File: config.mk
export PLATFORM = sky130hd
export DESIGN_NAME = drd_judge
export DESIGN_NICKNAME = d
export VERILOG_FILES = /design/src/design/drd_pkg.sv /design/src/design/drd_judge.sv
export SDC_FILE = /design/constraint.sdc
export NUM_CORES = 1
export LEC_CHECK = 0
export CAP_MARGIN = 30
export CORE_MARGIN = 4
export CORE_UTILIZATION = 45
export DETAILED_ROUTE_END_ITERATION = 8
export DONT_BUFFER_PORTS = 1
export PLACE_DENSITY_LB_ADDON = 0.1
export SLEW_MARGIN = 20
export SYNTH_ARGS = -nofsm -noshare
export SYNTH_HDL_FRONTEND = slang
export SYNTH_SLANG_ARGS = --single-unit
File: constraint.sdc
create_clock -name clock -period 5.9 [get_ports clock]
set_clock_uncertainty 0.15 [all_clocks]
set_input_delay 1.18 -clock clock [delete_from_list [all_inputs] [get_ports clock]]
set_output_delay 1.18 -clock clock [all_outputs]
set_load 0.05 [all_outputs]
File: src/design/drd_pkg.sv
// Shared widths, register indexes and types of the distance ridge detector.
`default_nettype none

package drd_pkg;

   localparam int WIDTH_W    = 11;
   localparam int HEIGHT_W   = 12;
   localparam int DIST_W     = 16;
   localparam int COL_W      = 10;
   localparam int ROW_W      = 12;
   localparam int CSR_ADDR_W = 4;
   localparam int CSR_DATA_W = 32;

   localparam logic [1:0] REG_FRAME_WIDTH  = 2'd0;
   localparam logic [1:0] REG_FRAME_HEIGHT = 2'd1;
   localparam logic [1:0] REG_MIN_DISTANCE = 2'd2;
   localparam logic [1:0] REG_TOLERANCE    = 2'd3;

   localparam logic [WIDTH_W-1:0]  FRAME_WIDTH_RST  = 11'd1024;
   localparam logic [HEIGHT_W-1:0] FRAME_HEIGHT_RST = 12'd1024;
   localparam logic [HEIGHT_W-1:0] MIN_SIDE         = 12'd3;

   typedef struct packed {
      logic [WIDTH_W-1:0]  frame_width;
      logic [HEIGHT_W-1:0] frame_height;
   } geom_type;

   typedef struct packed {
      logic [COL_W-1:0] center_col;
      logic [ROW_W-1:0] center_row;
      logic             emit;
      logic             last;
   } pos_type;

endpackage

`default_nettype wire

File: src/design/drd_judge.sv
// 3x3 window registers and the local maximum decision for the centre pixel.
`default_nettype none

module drd_judge #(
   parameter int SW = 16
) (
   input  logic                       clock,
   input  logic                       reset,
   input  logic                       shift,
   input  logic [SW-1:0]              top,
   input  logic [SW-1:0]              mid,
   input  logic [SW-1:0]              sample,
   input  logic [drd_pkg::DIST_W-1:0] min_distance,
   input  logic [drd_pkg::DIST_W-1:0] tolerance,
   output logic                       ridge
);
   import drd_pkg::*;

   logic [SW-1:0]   window_ff [9];
   logic [SW-1:0]   center;
   logic [DIST_W:0] limit;
   logic            beaten;

   always_ff @(posedge clock) begin
      if (reset) begin
         for (int k = 0; k < 9; k++) begin
            window_ff[k] <= '0;
         end
      end else if (shift) begin
         for (int r = 0; r < 3; r++) begin
            window_ff[r*3]     <= window_ff[r*3 + 1];
            window_ff[r*3 + 1] <= window_ff[r*3 + 2];
         end
         window_ff[2] <= top;
         window_ff[5] <= mid;
         window_ff[8] <= sample;
      end
   end

   always_comb begin
      center = window_ff[4];
      limit  = (DIST_W + 1)'(center) + (DIST_W + 1)'(tolerance);
      beaten = 1'b0;
      for (int k = 0; k < 9; k++) begin
         if (k != 4 && (DIST_W + 1)'(window_ff[k]) > limit) begin
            beaten = 1'b1;
         end
      end
      ridge = (DIST_W'(center) > min_distance) && !beaten;
   end

endmodule

`default_nettype wire

==> impl_metrics.ini <==
[floorplan]
coreArea_sq_um = 20300
rows = 52
dieWidth_um = 152
die_y_um = 152
die-area_sq_um = 23100
ios = 84
start_util = 0.459

[synth]
yosys.area.top_type_share = 0.464
yosysWarningCount = 0
yosys.cell_count.top_type = ha_1
synth-edff-count = 144
yosysSeqAreaShare = 0.464
synth_area_sq_um = 9320
synth_cell_types = 58
synth_ff_type = edfxtp_1
synth_common_cells = ha_1 (151), and2_1 (144), edfxtp_1 (144)
synth.area.top_cells = edfxtp_1 (46%), ha_1 (20%), and2_1 (9.7%)
syn_inst = 820
yosys.area.top_type = edfxtp_1
synth_fp_nets = 1055
synth-seq-cells = 144
async_reset_ff_frac = 0
syn_avg_cell_area_sq_um = 11.4

[hold_path]
worstHoldPathType = reg2reg
holdPathStages = 1

[global_routing]
grt_max_degree = 94
overflow = 0
grt_pass1_vias = 6916
antenna_found_initial = 0
grt_pass1_wl_mm = 36.9
grt_usage = 0.204

[worst_setup_path]
arrival_ns = 4.85
worst-path-buf-inv = 1
cpLargestDelayFamily = compound AO/OA/AOI/OAI gates
timing.rr.start = window_ff[4][1]
slowest_delay_ns = 0.34
critPathMaxFanout = 2
path_cells = ha_4 -> a21o_1 -> o21ai_2 -> nand3_2 -> a31oi_4 -> a21oi_2 -> o21a_1 -> nor2_2 -> o21ai_2 -> xnor2_2 -> buf_4 -> ha_4 -> nand4_1 -> nor4_4 -> a31oi_2 -> maj3_2 -> maj3_2 -> a21oi_4 -> a31o_4
rrSetupSlack_ns = 4.77
cpMaxStageDelayCell = maj3_2
critPathKind = in2out
reg2regPathDepth = 1
required_ns = 4.57
startpoint_type = input port
endpoint_kind = primary output
path_depth = 19
endpoint = ridge
worst_setup_path_startpoint = tolerance[1]
r2r-end = window_ff[3][1]

[final_layout]
largest_reg_flops = 144
n_fill_cell = 1753
layout.cells.non_filler = 1189
largest_register = window_ff
top_regs = window_ff (144)
seqCellArea_sq_um = 4320
drive_gt1_frac = 0.193
finalInstanceArea_sq_um = 11200
antenna_cells = 0
multiInputGateArea_sq_um = 5120
nNetsFinal = 1141
area.growth.synth_to_final_pct = 20.3

[power_and_ir_drop]
leakage_nw = 4.90
p_per_area_nw_per_um2 = 294
peakVddDrop_mv = 0.180

[clock_network]
clockBufferDepth = 2
htree_num_levels = 4
clkLatencyLatePin_ns = 0.42
root_buffer = clkbuf_16
clkSinkCount = 144
cts_tree = built
cts_made_buffers = 17
clk_pin_slew_ns = 0.07

[sta]
fin_crit_ns = 6.18
fin_hold_ws_ns = 0.409
fin_ws_ns = -0.276
setup_viol = 1
rsz0062_at_grt = yes
max_slew_margin = 0.480
worst_slew_pin_slew_ns = 0.774
max_freq_mhz = 162
period_share = 1.05
slew_violations = 0
finalHoldViolCount = 0

[run_status]
violations = setup timing
status = complete, but fails checks

[place]
place_hpwl_mm = 17.9
placed_area_sq_um = 10300
place_congestion = 0.865
port_buffers = 0
dp_cells = 1144

[route]
antenna_left = 0
wl_mm = 23.8
drt_iter0_markers = 426
remaining_drc_errors = 0
via_count = 6686
detail_route.vias_per_cell = 5.62
drt_pre_antenna_iters = 5
avgRoutedWirePerCell_um = 20.0

[job]
cap_violations = 0
-- worst min path at each step --
stage	to	slack (ns)	start
6_report	window_ff[0][3]	0.41	window_ff[1][3]
2_1_floorplan	window_ff[0][0]	0.37	window_ff[1][0]
3_5_place_dp	window_ff[0][3]	0.40	window_ff[1][3]
4_1_cts	window_ff[0][3]	0.42	window_ff[1][3]
3_3_place_gp	window_ff[1][0]	0.39	window_ff[2][0]
5_1_grt	window_ff[0][6]	0.44	window_ff[1][6]
-- layout by cell type, fill, tap and decap left out, types with 4 or more instances in the layout --
cell,netlist,layout
nand2b_1,8,8
nor2b_1,12,10
a21oi_2,2,6
nand2_1,28,25
edfxtp_1,144,144
nor3_1,10,10
inv_1,35,35
a21o_1,12,12
clkbuf_16,0,17
nand3_1,16,14
o21ai_0,40,37
and2_1,144,144
buf_12,0,5
a21oi_1,50,44
inv_6,0,6
ha_4,0,9
o21ai_2,1,4
nor2_1,29,28
o21a_1,9,9
ha_1,151,142
and3_1,4,4
xnor2_1,6,5
buf_4,0,77
nand4_1,23,23
or4_1,5,5
-- layout make-up --
type                            instances  area share
Sequential cell                       144       0.386
Tap cell                              270      0.0301
Inverter                               35      0.0117
Timing Repair Buffer                   85      0.0649
Multi-Input combinational cell        623       0.456
Clock inverter                         15      0.0133
Clock buffer                           17      0.0379
-- metal layers --
metal / vias to the layer above / track usage / share of wire / routed length [um]
met5: - / 0 / 0 / 0
met3: 45 / 0.0347 / 0.036 / 851
li1: 3227 / - / - / -
met4: 0 / 0.0775 / 0.027 / 647
met2: 179 / 0.346 / 0.50 / 11800
met1: 3235 / 0.262 / 0.44 / 10500
-- timing repair --
item / CTS / global route
gates resized for setup: 25 / 14
pin swaps: 31 / 30
setup endpoints to repair: 1 / 1
hold buffers: 0 / 0
hold endpoints to repair: 0 / 0
gates cloned: 0 / 0
setup buffers: 9 / 4
-- power by group --
| group | switching, mW | leakage (nW) | internal [mW] |
|---|---|---|---|
| Combinational | 0.527 | 3.04 | 0.446 |
| Sequential | 0.0531 | 1.58 | 1.21 |
| Clock | 0.466 | 0.279 | 0.595 |
-- metrics by stage --
| stage | util | TNS (ns) | power [mW] | worst slack (ns) |
|---|---|---|---|---|
| after floorplan | - | -0.0497 | 1.81 | -0.0497 |
| after global placement | 0.506 | -0.434 | 2.15 | -0.434 |
| after detailed placement | 0.508 | -0.599 | 2.18 | -0.599 |
| after CTS | 0.546 | -0.164 | 3.29 | -0.164 |
| after global routing | 0.552 | -0.463 | 3.47 | -0.463 |
| final | 0.552 | -0.276 | 3.29 | -0.276 |
-- cells by family (layout without fill, tap and decap cells) --
kind of cell	Yosys count	after routing	synth area share
flip-flops	144	144	0.464
multiplexers	1	1	0.00121
AND/OR/NAND/NOR	295	295	0.181
buffers and inverters	53	152	0.0223
adder cells (fa/ha/maj)	156	156	0.209
AO/OA/AOI/OAI	158	158	0.106
XOR/XNOR	13	13	0.0166
(Power assumes the default switching activity.)
