--- src/design/drd_pkg.sv ---
// Shared widths, register indexes and types of the distance ridge detector.
`default_nettype none

package drd_pkg;

   localparam int WIDTH_W    = 11;
   localparam int HEIGHT_W   = 12;
   localparam int DIST_W     = 16;
   localparam int COL_W      = 10;
   localparam int ROW_W      = 12;
   localparam int CSR_ADDR_W = 4;
   localparam int CSR_DATA_W = 32;

   localparam logic [1:0] REG_FRAME_WIDTH  = 2'd0;
   localparam logic [1:0] REG_FRAME_HEIGHT = 2'd1;
   localparam logic [1:0] REG_MIN_DISTANCE = 2'd2;
   localparam logic [1:0] REG_TOLERANCE    = 2'd3;

   localparam logic [WIDTH_W-1:0]  FRAME_WIDTH_RST  = 11'd1024;
   localparam logic [HEIGHT_W-1:0] FRAME_HEIGHT_RST = 12'd1024;
   localparam logic [HEIGHT_W-1:0] MIN_SIDE         = 12'd3;

   typedef struct packed {
      logic [WIDTH_W-1:0]  frame_width;
      logic [HEIGHT_W-1:0] frame_height;
   } geom_type;

   typedef struct packed {
      logic [COL_W-1:0] center_col;
      logic [ROW_W-1:0] center_row;
      logic             emit;
      logic             last;
   } pos_type;

endpackage

`default_nettype wire

--- src/design/drd_scan.sv ---
// Raster position counters: line buffer address, centre coordinates and frame end.
`default_nettype none

module drd_scan #(
   parameter int MAX_WIDTH = 1024,
   parameter int CW        = 10
) (
   input  logic              clock,
   input  logic              reset,
   input  drd_pkg::geom_type geom,
   input  logic              advance,
   output logic [CW-1:0]     addr,
   output drd_pkg::pos_type  pos
);
   import drd_pkg::*;

   localparam int EW = (CW + 1 > WIDTH_W) ? CW + 1 : WIDTH_W;

   logic [CW-1:0]       col_ff;
   logic [CW-1:0]       col_in;
   logic [ROW_W-1:0]    row_ff;
   logic [ROW_W-1:0]    row_in;
   logic [EW-1:0]       fw;
   logic [EW-1:0]       w_eff;
   logic [EW-1:0]       x_eff;
   logic [EW-1:0]       x_next;
   logic [HEIGHT_W-1:0] h_eff;
   logic [ROW_W:0]      y_next;
   logic                wrap;

   always_comb begin
      fw = EW'(geom.frame_width);
      if (fw < EW'(3)) begin
         w_eff = EW'(3);
      end else if (fw > EW'(MAX_WIDTH)) begin
         w_eff = EW'(MAX_WIDTH);
      end else begin
         w_eff = fw;
      end
      h_eff = (geom.frame_height < MIN_SIDE) ? MIN_SIDE : geom.frame_height;

      // A column left beyond a narrowed width is pinned to the last column.
      x_eff  = (EW'(col_ff) >= w_eff) ? (w_eff - EW'(1)) : EW'(col_ff);
      x_next = x_eff + EW'(1);
      wrap   = (x_next >= w_eff);
      y_next = {1'b0, row_ff} + (ROW_W + 1)'(1);

      col_in = col_ff;
      row_in = row_ff;
      if (advance) begin
         col_in = wrap ? '0 : CW'(x_next);
         if (wrap) begin
            row_in = (y_next >= {1'b0, h_eff}) ? '0 : y_next[ROW_W-1:0];
         end
      end
   end

   always_ff @(posedge clock) begin
      if (reset) begin
         col_ff <= '0;
         row_ff <= '0;
      end else begin
         col_ff <= col_in;
         row_ff <= row_in;
      end
   end

   assign addr           = CW'(x_eff);
   assign pos.center_col = COL_W'(x_eff - EW'(1));
   assign pos.center_row = row_ff - ROW_W'(1);
   assign pos.emit       = (x_eff >= EW'(2)) && (row_ff >= ROW_W'(2));
   assign pos.last       = (x_eff == w_eff - EW'(1)) && (row_ff == h_eff - MIN_SIDE + 12'd2);

endmodule

`default_nettype wire

--- config.mk ---
export PLATFORM = sky130hd
export DESIGN_NAME = drd_scan
export DESIGN_NICKNAME = d
export VERILOG_FILES = /design/src/design/drd_pkg.sv /design/src/design/drd_scan.sv
export SDC_FILE = /design/constraint.sdc
export NUM_CORES = 1
export LEC_CHECK = 0
export ABC_CLOCK_PERIOD_IN_PS = 6200
export BUFFER_PORTS_ARGS = -buffer_cell sky130_fd_sc_hd__buf_2
export CORE_AREA = 2 2 85 87
export DETAILED_ROUTE_END_ITERATION = 6
export DIE_AREA = 0 0 87 89
export PLACE_DENSITY_LB_ADDON = 0.1
export SYNTH_ARGS = -nofsm -noshare
export SYNTH_HDL_FRONTEND = slang
export SYNTH_SLANG_ARGS = --single-unit
--- constraint.sdc ---
create_clock -name clock -period 6.2 [get_ports clock]
set_input_delay 0.62 -clock clock [delete_from_list [all_inputs] [get_ports clock]]
set_output_delay 0.62 -clock clock [all_outputs]
set_load 0.1 [all_outputs]
==> metrics.txt, run 1 <==
cell type of the slowest stage on the worst timing path or4_4; weighted congestion reported at the end of routability-driven placement 0.967; Most used DFF post-synth dfxtp_1; total of buffers placed on input and output ports 59; die outline width 87 um; die span in y 89 um; Fin. Hold Viols 0; Setup-failing EPs final 0; number of global-route vias before repair 3,382; count of different cell masters after synthesis 67; Post-Syn Area 3560 um2; WHS 565 ps; sequential cell area 440 um2; clock tree from TritonCTS yes; total count of max-transition violations in the final report 0; classification of the worst-slack hold path reg2reg; detailed placer's ending HPWL 8.51 mm; max cap viols 0; Avg WL per Cell 17.5 um; asr flop ratio synth 0%; Max IR drop VDD 0.000152 V; kind of end point of the critical path output pin; outcome complete, no violations; GR Layer Usage met1 32.2%; biggest cell delay along the critical path 630 ps; Final min period 5800 ps; effective utilization at floorplan 53.0%; crit-path max FO 8; number of warning messages in the yosys log 0; timing-limited maximum frequency 172 MHz; maximum number of pins on one net before global-route repair 15; clk buf depth 2; wire length of the first global-routing pass 16.9 mm; floorplan die area 7740 um2; Core Region 6720 um2; kind of critical path in2out; maximum level of the CTS H-tree 1; number of DRC violations after detailed-routing iteration 0 150; Gate Count Post-Synth 477; GR met3 Demand/Resource 1.75%; count of antenna-violating nets left after detailed routing 0; fraction of the yosys area taken by sequential cells 12.4%; global route overflow 0; count of vias placed by the detailed router 3,629; Leakage Power 1.90 nW; I/O pin total 60; root cell of the clock tree clkbuf_8; worst setup skew after layout 6.16 ps; Worst-path clk slew 80 ps; Skew-Pair Late Insertion Delay 260 ps; Least-Margin Pin Slew 850 ps; RSZ-0062 raised after global routing no; reg-to-reg slack, setup 1370 ps; number of setup buffers added after CTS 0; Post-Synthesis Net Count 544; fin nets 588; number of enable flip-flop cells after synthesis 0; DRT Pass-1 Iters 5; aggregate global-route resource usage 27.6%; met2 Usage GRT 53.4%; mean post-synth cell area 7.47 um2; Worst Path Arrival 5180 ps; cts bufs inserted 3; post-detailed-route via-to-cell ratio 6.06; fill cell count 657; kind of start point of the critical path input port; Area Growth Syn to Fin 13.0%; most used routing layer met2; Pwr per Cell Area 234 nW/um2; Period Utilization, post-route 93.6%; multi-input gate area in the final layout 2960 um2; initial antenna violation count 0; endpoint required time on the critical path 5580 ps; quantity of hold-fixing buffers added after cts 0; instance area after placement 3980 um2; cell breakdown of the critical path buf_2 -> or4_4 -> nor2_4 -> o21ai_1 -> inv_1 -> ha_1 -> nor2b_1 -> o21ai_1 -> a21oi_1 -> o31a_1 -> nor2_1 -> a21oi_4 -> clkinvlp_4 -> ha_1 -> o211ai_1 -> a2111oi_1 -> o2111ai_1 -> nor3_1 -> and4_4 -> buf_12; post-route cell area 4030 um2; post-detailed-route DRC marker count 0; total clock sinks 22; relative slew slack 43.2%; final antenna diode count 0; post-detailed-routing wire length 10.5 mm; number of register bits inferred by synthesis 22; Cell Rows 30; share of final-layout standard cells stronger than drive strength 1 19.5%
-- worst paths after layout --
path | cells past startpoint | to | from
worst min-delay path | 2 | col_ff[9]$_SDFFE_PP0P_ | col_ff[9]$_SDFFE_PP0P_
worst max-delay path | 20 | pos[0] | geom[15]
worst min register to register | 2 | col_ff[9]$_SDFFE_PP0P_ | col_ff[9]$_SDFFE_PP0P_
worst max register to register | 21 | col_ff[9]$_SDFFE_PP0P_ | col_ff[8]$_SDFFE_PP0P_
-- where the power goes --
group          switching (mW)  internal, mW
Sequential             0.0128         0.146
Clock                  0.0464        0.0434
Combinational           0.536         0.156
-- timing repair --
action | 4_1_cts | 5_1_grt
resized for setup | 0 | 1
endpoints found under the setup margin | 0 | 1
hold endpoints to repair | 0 | 0
-- logic make-up (layout without fill, tap and decap cells) --
family / count (synthesis) / after routing / synth area share [%]
and+or+nand+nor: 188 / 188 / 28.5
xor gates and xnor gates: 56 / 56 / 13.8
buffers and inverters: 57 / 99 / 6.36
adders and majority gates: 41 / 41 / 14.4
muxes: 17 / 17 / 5.13
DFF: 22 / 22 / 12.4
AOI/OAI and AO/OA: 96 / 96 / 19.5
-- worst max-delay path, delay by kind of cell --
family / cells / cell delay, ps
compound gates: 8 / 1690
fa+ha+maj: 2 / 590
buf+inv: 4 / 660
simple gates: 6 / 1620
-- flip-flops by register name, summed over array words and instances, names as in the netlist --
name / flops
col_ff: 10
row_ff: 12
-- cell usage in the layout, fill, tap and decap left out, types with 13 or more instances in the layout --
cell type,n
mux2i_1,13
xor2_1,21
xnor2_1,34
dfxtp_1,22
a21oi_1,14
nor2_1,24
o21ai_0,17
nand2b_1,15
inv_1,29
nand2_1,48
nor3_1,15
ha_1,39
buf_2,58
nand3_1,24
-- synthesized netlist by cell type (3+ instances only) --
| master | number | area share, % |
|---|---|---|
| o21ai_0 | 22 | 3.1 |
| and4b_1 | 3 | 0.84 |
| nor3b_1 | 4 | 0.84 |
| and4_1 | 3 | 0.74 |
| nor2_1 | 25 | 2.6 |
| and3_1 | 5 | 0.88 |
| nor4_1 | 5 | 0.88 |
| buf_2 | 4 | 0.56 |
| mux2i_1 | 13 | 3.7 |
| and2_1 | 4 | 0.70 |
| nand2_1 | 49 | 5.2 |
| ha_1 | 41 | 14 |
| xor2_1 | 21 | 5.2 |
| o21a_1 | 5 | 1.1 |
| nand3_1 | 24 | 3.4 |
| buf_1 | 3 | 0.32 |
| a21o_1 | 5 | 1.1 |
| dfxtp_1 | 22 | 12 |
| or4_1 | 8 | 1.7 |
| a21oi_1 | 15 | 2.1 |
| a41oi_1 | 3 | 0.74 |
| a211oi_1 | 3 | 0.63 |
| nand2b_1 | 15 | 2.6 |
| clkbuf_1 | 19 | 2.0 |
| nor3_1 | 15 | 2.1 |
| o21bai_1 | 4 | 0.84 |
| a22o_1 | 5 | 1.2 |
| nand4_1 | 6 | 1.1 |
| a2111oi_0 | 3 | 0.74 |
| o211ai_1 | 7 | 1.5 |
| inv_1 | 30 | 3.2 |
| or3_1 | 8 | 1.4 |
| xnor2_1 | 35 | 8.6 |
-- area by class of cell --
class | instances | share of cell area, %
tap | 80 | 2.49
multi-input combinational | 398 | 73.6
sequential | 22 | 10.9
inverter | 30 | 2.89
timing repair buffer | 66 | 9.01
clock buffer | 3 | 1.03
-- per-layer routing --
layer  wire (um)  part of all wire, %
met5           0                    0
met3         412                  3.9
met1        4460                   43
met2        5310                   51
met4         303                  2.9
-- metrics by stage --
stage	TNS [ps]	power (mW)	setup WS [ps]	util (%)	instances
floorplan	-11730	0.742	-645	-	477
global placement	0	0.845	310	59.3	596
detailed placement	0	0.852	191	59.3	596
CTS	0	0.941	217	59.9	599
global route	0	0.985	51.9	59.9	599
finish	0	0.940	397	59.9	599
Power figures use the tool's default switching activity.
==> inputs of run 2 (changes only) <==
Settings changed: CELL_PAD_IN_SITES_DETAIL_PLACEMENT from default to 1, CELL_PAD_IN_SITES_GLOBAL_PLACEMENT from default to 1, CORE_AREA 2 2 85 87 to 2 2 100 102, DIE_AREA 0 0 87 89 to 0 0 102 104, HOLD_SLACK_MARGIN from default to 0.06.
==> run 2 against run 1 <==
Compared with the run above: via count up 1.6%; critical path depth up 1; clock skew down 4.5 ps; total power up 7.5%; non-clock buffer count up 2; worst hold slack worse by 33 ps; register-to-register slack better by 120 ps; clock power up 51%; fmax up 2.1%; largest cell class unchanged.
==> metrics.txt, run 2 (same netlist as run 1, synthesis figures left out) <==
relative contribution of combinational cells to total power 70.8%; wire length of the first global-routing pass 19.7 mm; die outline width 102 um; kind of start point of the critical path input port; clk buf depth 2; Skew-Pair Late Insertion Delay 270 ps; post-detailed-route DRC marker count 0; net switching share of the total power 60.1%; DRT Pass-1 Iters 4; cell breakdown of the critical path buf_2 -> or4_4 -> nor2_4 -> o21ai_1 -> inv_1 -> ha_1 -> nor2b_1 -> o21ai_1 -> a21oi_1 -> o31a_1 -> nor2_1 -> a21oi_4 -> clkinvlp_4 -> ha_1 -> o211ai_1 -> a2111oi_0 -> buf_4 -> o2111ai_1 -> nor3_1 -> and4_4 -> buf_12; classification of the worst-slack hold path reg2reg; final setup margin 518 ps; root cell of the clock tree clkbuf_8; Period Utilization, post-route 91.6%; Worst Path Arrival 5060 ps; quantity of hold-fixing buffers added after cts 0; maximum level of the CTS H-tree 1; startpoint of the lowest-slack hold path col_ff[9]$_SDFFE_PP0P_; reg-to-reg slack, setup 1490 ps; Pwr per Cell Area 244 nW/um2; crit-path max FO 8; endpoint required time on the critical path 5580 ps; number of gates given a new drive strength after cts 0; Least-Margin Pin Slew 845 ps; RSZ-0062 raised after global routing no; Setup-failing EPs final 0; max cap viols 0; most common library cell in the layout ignoring fill and taps buf_2; instance area after placement 4080 um2; kind of critical path in2out; global route overflow 0; timing-limited maximum frequency 176 MHz; outcome complete, no violations; detailed placer's ending HPWL 10.2 mm; number of setup buffers added after CTS 0; total of buffers placed on input and output ports 59; Leakage Power 1.93 nW; aggregate global-route resource usage 23.6%; count of antenna-violating nets left after detailed routing 0; die span in y 104 um; Core Region 9550 um2; clock tree from TritonCTS yes; net switching power figure 608 uW; cts bufs inserted 3; maximum number of pins on one net before global-route repair 16; Max IR drop VDD 0.000163 V; Reg with most FFs row_ff; number of DRC violations after detailed-routing iteration 0 82; r2r startpoint col_ff[5]$_SDFFE_PP0P_; setup slack at placement 294 ps; utilization after layout 43.5%; kind of end point of the critical path output pin; weighted congestion reported at the end of routability-driven placement 0.946; fin nets 590; floorplan die area 10,600 um2; fill cell count 1,235; largest registers in the final layout row_ff x12, col_ff x10; cell type of the slowest stage on the worst timing path or4_4; post-detailed-route via-to-cell ratio 5.63; count of vias placed by the detailed router 3,687; Cell Rows 36; worst setup skew after layout 1.64 ps; internal power contribution 403 uW; max reg flops 12; crit path launch geom[15]; I/O pin total 60; number of global-route vias before repair 3,761; total count of max-transition violations in the final report 0; relative slew slack 43.6%; final antenna diode count 0; Avg WL per Cell 18.7 um; Worst-path clk slew 80 ps; total clock sinks 22; initial antenna violation count 0; Final min period 5680 ps; post-detailed-routing wire length 12.3 mm; most used cells in the layout excluding fill and tap cells buf_2, nand2_1, ha_1, xnor2_1, inv_1; share of final-layout standard cells stronger than drive strength 1 19.9%; biggest cell delay along the critical path 630 ps; Area Growth Syn to Fin 16.5%; Fin. Hold Viols 0; clock network fraction of total power 13.5%; post-route cell area 4150 um2; relative contribution of sequential cells to total power 15.7%; effective utilization at floorplan 37.3%
==> run 2: changes by cell type in the layout (fill, tap and decap cells not counted) <==
cell       change
buf_4          +2
buf_12         +1
a2111oi_1      -1
a2111oi_0      +1
buf_2          -1
bufinv_16      +1
==> run 2: through the flow <==
step	hold WS, ps	setup TNS, ps	power (mW)	cells
global placement	521	0	0.873	651
CTS	539	0	1.02	655
finish	531	0	1.01	655
floorplan	485	-11730	0.742	477
detailed placement	527	0	0.880	651
global route	577	0	1.06	655
==> run 2: per-layer routing <==
metal / vias to the layer above / part of all wire, % / track usage (%) / routed length (um)
li1: 1799 / - / - / -
met5: - / 0 / 0 / 0
met2: 79 / 53 / 44.4 / 6460
met4: 0 / 2.6 / 7.14 / 314
met3: 21 / 2.6 / 1.68 / 314
met1: 1788 / 42 / 27.7 / 5190
==> run 2: final timing paths <==
check,endpoint,depth (start not counted)
setup / recovery,pos[0],21
hold / removal,col_ff[9]$_SDFFE_PP0P_,2
setup reg to reg,col_ff[9]$_SDFFE_PP0P_,21
hold reg to reg,col_ff[9]$_SDFFE_PP0P_,2
==> run 2: power groups by stage <==
stage	Combinational [mW]	Sequential [mW]	Clock, mW
global route	0.757	0.160	0.145
CTS	0.720	0.158	0.140
floorplan	0.588	0.154	0
global placement	0.712	0.161	0
finish	0.716	0.159	0.136
detailed placement	0.719	0.162	0
==> run 2: layout make-up <==
class / count / area [um2] / area share (%)
well taps: 133 / 166 / 4.01
inverters: 30 / 116 / 2.80
clock inverters: 1 / 30.0 / 0.724
multi-input cells: 398 / 2960 / 71.4
clock buffers: 3 / 41.3 / 0.995
repair buffers: 68 / 393 / 9.47
flip-flops and latches: 22 / 440 / 10.6
==> run 2: critical path: cells and delay by family <==
family / cells / cell delay (ps)
and+or+nand+nor: 6 / 1590
AOI/OAI and AO/OA: 8 / 1370
buffers and inverters: 5 / 860
adders and majority gates: 2 / 600
==> inputs of run 3 (changes only) <==
--- a/config.mk
+++ b/config.mk
@@ -14,4 +14,5 @@
 export DIE_AREA = 0 0 102 104
 export HOLD_SLACK_MARGIN = 0.06
+export MAX_ROUTING_LAYER = met4
 export PLACE_DENSITY_LB_ADDON = 0.1
 export SYNTH_ARGS = -nofsm -noshare
==> constraint.sdc (replaced) <==
create_clock -name clock -period 6.2 [get_ports clock]
set_input_delay 1.24 -clock clock [delete_from_list [all_inputs] [get_ports clock]]
set_output_delay 1.24 -clock clock [all_outputs]
set_load 0.1 [all_outputs]
==> run 3 against run 2 <==
Compared with the run above: clock-buffer cell count grew 1; critical path depth shrank 1; clock power shrank 19%; global-route usage grew 0.99 points; final cell count grew 6.0%; combinational power grew 28%; core utilization grew 7.6 points; critical endpoint unchanged.
==> metrics.txt, run 3 (same netlist as run 1, synthesis figures left out) <==
outcome complete, no violations; largest registers in the final layout row_ff x12, col_ff x10; final setup margin 174 ps; total count of max-transition violations in the final report 0; CP most frequent cell o21ai_2; fill cell count 1,184; aggregate global-route resource usage 24.6%; relative slew slack 48.2%; I/O pin total 60; post-detailed-route DRC marker count 0; final antenna diode count 0; worst setup skew after layout 5.64 ps; Final Power 1.19 mW; kind of critical path in2out; Period Utilization, post-route 97.2%; destination of the critical timing path pos[0]; post-detailed-routing wire length 12.7 mm; Pwr per Cell Area 244 nW/um2; share of final-layout standard cells stronger than drive strength 1 28.2%; Fin. Hold Viols 0; setup slack at placement -172 ps; Area Growth Syn to Fin 36.9%; Max IR drop VDD 0.000164 V; Avg WL per Cell 18.3 um; cell type of the slowest stage on the worst timing path or4_4; total clock sinks 22; Worst-path clk slew 90 ps; DRT Pass-1 Iters 4; post-detailed-route via-to-cell ratio 5.64; Core Region 9550 um2; total of buffers placed on input and output ports 59; most common library cell in the layout ignoring fill and taps nand2_1; root cell of the clock tree clkbuf_8; weighted congestion reported at the end of routability-driven placement 0.916; instance area after placement 4700 um2; Setup-failing EPs final 0; kind of end point of the critical path output pin; fin nets 629; clk buf depth 2; CP Depth 20; cell breakdown of the critical path buf_6 -> or4_4 -> nor2_4 -> o21ai_2 -> inv_2 -> ha_1 -> nor2b_1 -> o21ai_2 -> a21oi_2 -> o31a_1 -> nor2_1 -> a21oi_4 -> clkinvlp_4 -> ha_4 -> o211ai_1 -> a2111oi_2 -> o2111ai_1 -> nor3_1 -> and4_4 -> buf_12; crit-path max FO 3; classification of the worst-slack hold path reg2reg; reg-to-reg slack, setup 1480 ps; timing-limited maximum frequency 166 MHz; multi-input gate area in the final layout 3130 um2; kind of start point of the critical path input port; maximum level of the CTS H-tree 1; CP top delay family simple AND/OR/NAND/NOR gates; max reg flops 12; number of DRC violations after detailed-routing iteration 0 91; r2r startpoint col_ff[5]$_SDFFE_PP0P_; Worst Path Arrival 4790 ps; maximum number of pins on one net before global-route repair 21; max cap viols 0; buffers plus inverters on the worst setup path 4; biggest cell delay along the critical path 550 ps; Skew-Pair Late Insertion Delay 270 ps; Least-Margin Pin Slew 758 ps; most used cells in the layout excluding fill and tap cells nand2_1, buf_4, ha_1, buf_2, xnor2_1; capture instance of the worst register-to-register path row_ff[8]$_SDFFE_PP0P_; initial antenna violation count 0; Leakage Power 2.20 nW; quantity of hold-fixing buffers added after cts 0; post-route cell area 4880 um2; crit path launch geom[15]; die outline width 102 um; wire length of the first global-routing pass 20.5 mm; cts bufs inserted 3; number of global-route vias before repair 4,109; Reg with most FFs row_ff; TNS Setup 0 ps; endpoint required time on the critical path 4960 ps; count of vias placed by the detailed router 3,916; effective utilization at floorplan 37.3%; global route overflow 0; Cell Rows 36; detailed placer's ending HPWL 10.2 mm; number of cells traversed by the worst register-to-register path 23; RSZ-0062 raised after global routing yes; Final min period 6030 ps; count of antenna-violating nets left after detailed routing 0; floorplan die area 10,600 um2; clock tree from TritonCTS yes; sequential cell area 440 um2; die span in y 104 um
[run 3: per-stage QoR]
step / std cells / hold slack [ps] / utilization [%]
floorplan: 477 / 485 / -
global placement: 681 / 516 / 49.2
detailed placement: 681 / 533 / 49.2
CTS: 687 / 545 / 50.0
global route: 694 / 577 / 51.1
finish: 694 / 533 / 51.1
[run 3: metal layers]
metal	up-vias	global-route usage (%)	share of wire (%)
li1	1895	-	-
met3	28	1.21	2.6
met2	85	44.4	51
met4	0	7.90	3.5
met5	-	-	0
met1	1908	28.6	42
[run 3: layout make-up]
cell class                 count  share of cell area [%]
clock buffer                   4                    1.13
inverter                      30                    2.39
multi-input combinational    399                    64.2
sequential                    22                    9.03
tap                          133                    3.41
timing repair buffer         106                    19.9
[run 3: where the power goes]
part	internal [mW]	total [mW]	switching [mW]
Clock	0.0568	0.110	0.0533
Combinational	0.326	0.919	0.594
Sequential	0.146	0.160	0.0141
Total	0.529	1.19	0.661
[run 3: worst min path at each step]
stage	from	endpoint	slack, ps	cells after the start
2_1_floorplan	col_ff[9]$_SDFFE_PP0P_	col_ff[9]$_SDFFE_PP0P_	480	2
3_3_place_gp	col_ff[9]$_SDFFE_PP0P_	col_ff[9]$_SDFFE_PP0P_	520	2
3_5_place_dp	col_ff[9]$_SDFFE_PP0P_	col_ff[9]$_SDFFE_PP0P_	530	2
4_1_cts	col_ff[9]$_SDFFE_PP0P_	col_ff[9]$_SDFFE_PP0P_	550	2
5_1_grt	col_ff[9]$_SDFFE_PP0P_	col_ff[9]$_SDFFE_PP0P_	580	2
6_report	col_ff[9]$_SDFFE_PP0P_	col_ff[9]$_SDFFE_PP0P_	530	2
[run 3: tightest hold or removal path, stage by stage, from the launching register on]
cell and delay, ps:
dfxtp_1 350, nand2_1 70, o211ai_1 70
[run 3: timing repair]
action,4_1_cts,5_1_grt
buffers inserted,2,6
resized for setup,2,9
setup endpoints to repair,1,18
pin swaps,1,17
cloned,0,1
